`src/mlf_pkg.sv`:
```
// Package for the MAC learning forwarder: action codes, widths and the
// request record that travels along the row of table cells. No dependencies.
package mlf_pkg;

  localparam int unsigned PortW       = 8;
  localparam int unsigned AddrW       = 48;
  localparam int unsigned McastBit    = 40;
  localparam int unsigned TableDepthD = 128;

  typedef enum logic [1:0] {
    ACT_FORWARD = 2'd0,
    ACT_FLOOD   = 2'd1,
    ACT_DROP    = 2'd2
  } act_e;

  typedef struct packed {
    logic [PortW-1:0] in_port;
    logic [AddrW-1:0] dest_addr;
    logic [AddrW-1:0] src_addr;
    logic             learned;
    logic             found;
    logic [PortW-1:0] found_port;
  } mlf_req_t;

endpackage

```
`src/mlf_cell.sv`:
```
// One table entry of the MAC learning forwarder with its request stage.
// Learns or refreshes the source and resolves the destination. Uses mlf_pkg.
module mlf_cell import mlf_pkg::*; (
  input  logic     clk_i,
  input  logic     rst_ni,
  input  logic     en_i,
  input  logic     req_valid_i,
  input  mlf_req_t req_i,
  output logic     req_valid_o,
  output mlf_req_t req_o
);

  logic             ent_valid_q, ent_valid_d;
  logic [AddrW-1:0] ent_addr_q, ent_addr_d;
  logic [PortW-1:0] ent_port_q, ent_port_d;
  logic             req_valid_q;
  mlf_req_t         req_q, req_d;

  logic src_mcast, src_hit, do_learn, dst_hit, upd;

  always_comb begin
    src_mcast = req_i.src_addr[McastBit];
    src_hit   = ent_valid_q && (ent_addr_q == req_i.src_addr) && !src_mcast;
    do_learn  = !ent_valid_q && !req_i.learned && !src_mcast;
    upd       = req_valid_i && en_i;

    ent_valid_d = ent_valid_q || do_learn;
    ent_addr_d  = do_learn ? req_i.src_addr : ent_addr_q;
    ent_port_d  = (src_hit || do_learn) ? req_i.in_port : ent_port_q;

    dst_hit = ent_valid_d && (ent_addr_d == req_i.dest_addr);

    req_d            = req_i;
    req_d.learned    = req_i.learned || src_hit || do_learn;
    req_d.found      = req_i.found || dst_hit;
    req_d.found_port = dst_hit ? ent_port_d : req_i.found_port;
  end

  always_ff @(posedge clk_i or negedge rst_ni) begin
    if (!rst_ni) begin
      ent_valid_q <= 1'b0;
      req_valid_q <= 1'b0;
    end else if (en_i) begin
      req_valid_q <= req_valid_i;
      if (upd) begin
        ent_valid_q <= ent_valid_d;
      end
    end
  end

  always_ff @(posedge clk_i) begin
    if (upd) begin
      ent_addr_q <= ent_addr_d;
      ent_port_q <= ent_port_d;
    end
    if (en_i) begin
      req_q <= req_d;
    end
  end

  assign req_valid_o = req_valid_q;
  assign req_o       = req_q;

endmodule

```
`config.mk`:
```
export PLATFORM = sky130hd
export DESIGN_NAME = mlf_cell
export DESIGN_NICKNAME = d
export VERILOG_FILES = /design/src/mlf_pkg.sv /design/src/mlf_cell.sv
export SDC_FILE = /design/constraint.sdc
export NUM_CORES = 1
export LEC_CHECK = 0
export BUFFER_PORTS_ARGS = -buffer_cell sky130_fd_sc_hd__buf_2
export CORE_ASPECT_RATIO = 1.75
export CORE_MARGIN = 5
export CORE_UTILIZATION = 35
export CTS_CLUSTER_SIZE = 40
export DETAILED_ROUTE_END_ITERATION = 16
export PLACE_DENSITY_LB_ADDON = 0.25
export SYNTH_ARGS = -nofsm -noshare
export SYNTH_HDL_FRONTEND = slang
export SYNTH_SLANG_ARGS = --single-unit
export TNS_END_PERCENT = 1
```
`constraint.sdc`:
```
create_clock -name clk_i -period 5.1 [get_ports clk_i]
set_input_delay 0.255 -clock clk_i [delete_from_list [all_inputs] [get_ports clk_i]]
set_output_delay 0.255 -clock clk_i [all_outputs]
set_load 0.05 [all_outputs]
```
==> results.md <==
- Worst setup EP type: flip-flop
- EDFF count, synth: 170
- Hold crit path type: in2reg
- RSZ-0062 raised after global routing: no
- Port buffer count: approximately 230
- Hold Startpoint: req_i[63]
- Post-CTS Hold Fix Bufs: 14
- Tot GR Track Use: between 10% and 20%
- Setup crit start kind: flip-flop
- Postcts setup bufs: 0
- Worst reg-to-reg path cell count: 7
- Largest net degree at the start of global routing: 63
- Final setup violation count: 0
- Post-CTS sizing: 0
- Syn Nets: about 600
- Ports: about 230
- Final worst path period share: 77.5%
- Num rows: 71
- Hold Crit Depth: 1
- WP data required: about 5300 ps
- Final core utilization: approximately 46%
- Worst Hold Endpoint: req_o[63]
- DIE AREA: 0.0247 mm2
- Post-Syn Area: 0.00753 mm2
- Setup TNS: 0 ps
- Worst-path fanout max: 20
- Leak: about 4 nW
- Cell mode on critical path: mux2_2
- Mapped Cells: 484
- # DRC: 0
- Ys Warns: 0
- Worst EP arrival: 4140 ps
- H-tree lvl count: 4
- Leading cell type in the layout, fill and taps excluded: buf_2
- FF-to-FF End: req_o[1]
- Distinct cell type count after synthesis: 53
- CTS Buf Count: 17
- Syn avg cell area: 15.6 um2
- Post-Route WL: 22.0 mm
- Via density: 5.01
- Least-Margin Pin Slew: 1080 ps
- Critical path cell sequence: or3_1, mux2_2, xor2_1, nor4_1, nand4_1, nor4_4, mux2_2
- Dpl hpwl: 17.4 mm
- Synth Flop Type: edfxtp_1
- Flops & latches, synth: 172
- Worst-skew pair later-pin latency: between 400 and 500 ps
- Core area: about 0.021 mm2
- Global-route wire length before repair: 32.1 mm
- Total global routing overflow: 0
- Slowest library cell on the worst path: or3_1
- Area delta synth->final: 29.4%
- Critical Path Max Stage Delay: 880 ps
- Slew Limit Fails: 0
- Max Cap Viol: 0
- Peak VDD IR: about 0.00024 V
- Share of layout cells above drive strength 1: 43.0%
- Async SR Flop Fraction: 1.16%
- Fin nets: roughly 860
- Clk sink count: 172
- RD Place Congestion: 0.896
- Critical R2R Launch: ent_valid_q
- Reg-to-reg slack, setup: 1150 ps
- Max Fclk: between 200 and 300 MHz
- Die H: 204 um
- DR vias: 5081
- Routed len/inst: approximately 22 um
- PD cells: 370 mW/mm2
- Max Buffers Root-to-Sink: 2
- Initial Util: 35.3%
- Period minus WS final: around 4000 ps
- Critical path type: reg2reg
- Die width: between 100 and 150 um
- Slew margin rel.: around 28%
- Antenna Violating Nets Remaining: 0
- Clock slew at reported path FFs: 70 ps
- CTS tree: yes
- Initial DRC count: 290
- Vias in the first global route: 5555
- Root Driver: clkbuf_16
- Pre-Repair DR Iteration Count: 4
- Initial antenna violation count: 1
- Max Clock Skew: 8.95 ps
- Most frequent cells in the layout: buf_2 (231), edfxtp_1 (170), mux2_2 (51), inv_1 (45), xor2_1 (35)
- Status: complete, no violations
- Hold Fails Final Rpt: 0
- Sequential-to-total area share from yosys stat: 68.5%
synthesized netlist by cell type, types with 4 or more instances:
master / n / share of area (%)
nor2_1: 6 / 0.30
buf_2: 4 / 0.27
mux2i_1: 6 / 0.80
a222oi_1: 6 / 0.80
inv_1: 45 / 2.2
xnor2_1: 30 / 3.5
o2bb2ai_1: 5 / 0.58
xor2_1: 35 / 4.1
mux2_2: 51 / 7.6
edfxtp_1: 170 / 68
o221ai_1: 4 / 0.47
nand4_1: 11 / 0.91
nor4_1: 9 / 0.75
nand2_1: 12 / 0.60
nor2b_1: 16 / 1.3
o21ai_0: 9 / 0.60
o22ai_1: 8 / 0.66
how the worst max path moves through the flow:
stage / start / to / slack (ps) / depth (start not counted)
after floorplan: ent_valid_q / req_o[0] / 2140 / 9
after global routing: ent_valid_q / req_o[1] / 970 / 7
after CTS: ent_valid_q / req_o[1] / 1020 / 7
final: ent_valid_q / req_o[1] / 1150 / 7
after global placement: ent_valid_q / req_o[5] / 1120 / 7
after detailed placement: ent_valid_q / req_o[4] / 1040 / 7
power by group:
group	switching, mW	internal (mW)	total, mW
registers	0.0327	1.66	1.69
clock network	0.571	0.729	1.30
logic	0.446	0.164	0.610
total	1.05	2.55	3.60
cells by family after synthesis:
kind of cell	count (synthesis)	synth area share, %
XOR/XNOR	65	7.56
AND/OR/NAND/NOR	74	5.85
multiplexers	60	8.92
AO/OA/AOI/OAI	60	6.33
buffers and inverters	53	2.86
flip-flops	172	68.5
metrics by stage:
stage               total power, mW  worst slack [ps]  instances  instance area (um2)  hold slack [ps]
detailed placement             2.33              1040        967                 9000             53.1
global route                   3.73               970       1015                 9740             9.35
CTS                            3.65              1020       1013                 9730            0.856
floorplan                      2.11              2140        484                 7530            -40.6
finish                         3.60              1150       1015                 9740             23.4
global placement               2.33              1120        967                 9000             51.6
critical path, delay by kind of cell, from the launching register on:
kind	cells	cell delay, ps
xor+xnor	1	150
flops	1	530
mux	2	850
simple gates	4	2150
registers in the layout, indices dropped and copies added, names as in the netlist:
name / flops
ent_addr_q: 48
ent_port_q: 8
ent_valid_q: 1
req_o: 114
req_valid_o: 1
cell type report:
cell class	count	area [um2]
Timing Repair Buffer	251	1340
Antenna cell	1	2.50
Multi-Input combinational cell	259	2170
Clock inverter	15	161
Clock buffer	17	425
Fill cell	1959	11600
Tap cell	255	319
Inverter	45	169
Sequential cell	172	5150
metal layers:
metal | wire (um) | vias to the layer above | track usage, %
met5 | 0 | - | 0
met4 | 453 | 0 | 6.77
met3 | 1340 | 25 | 4.76
met2 | 12700 | 176 | 34.5
met1 | 7500 | 2500 | 17.5
li1 | - | 2380 | -
Power figures use the tool's default switching activity.
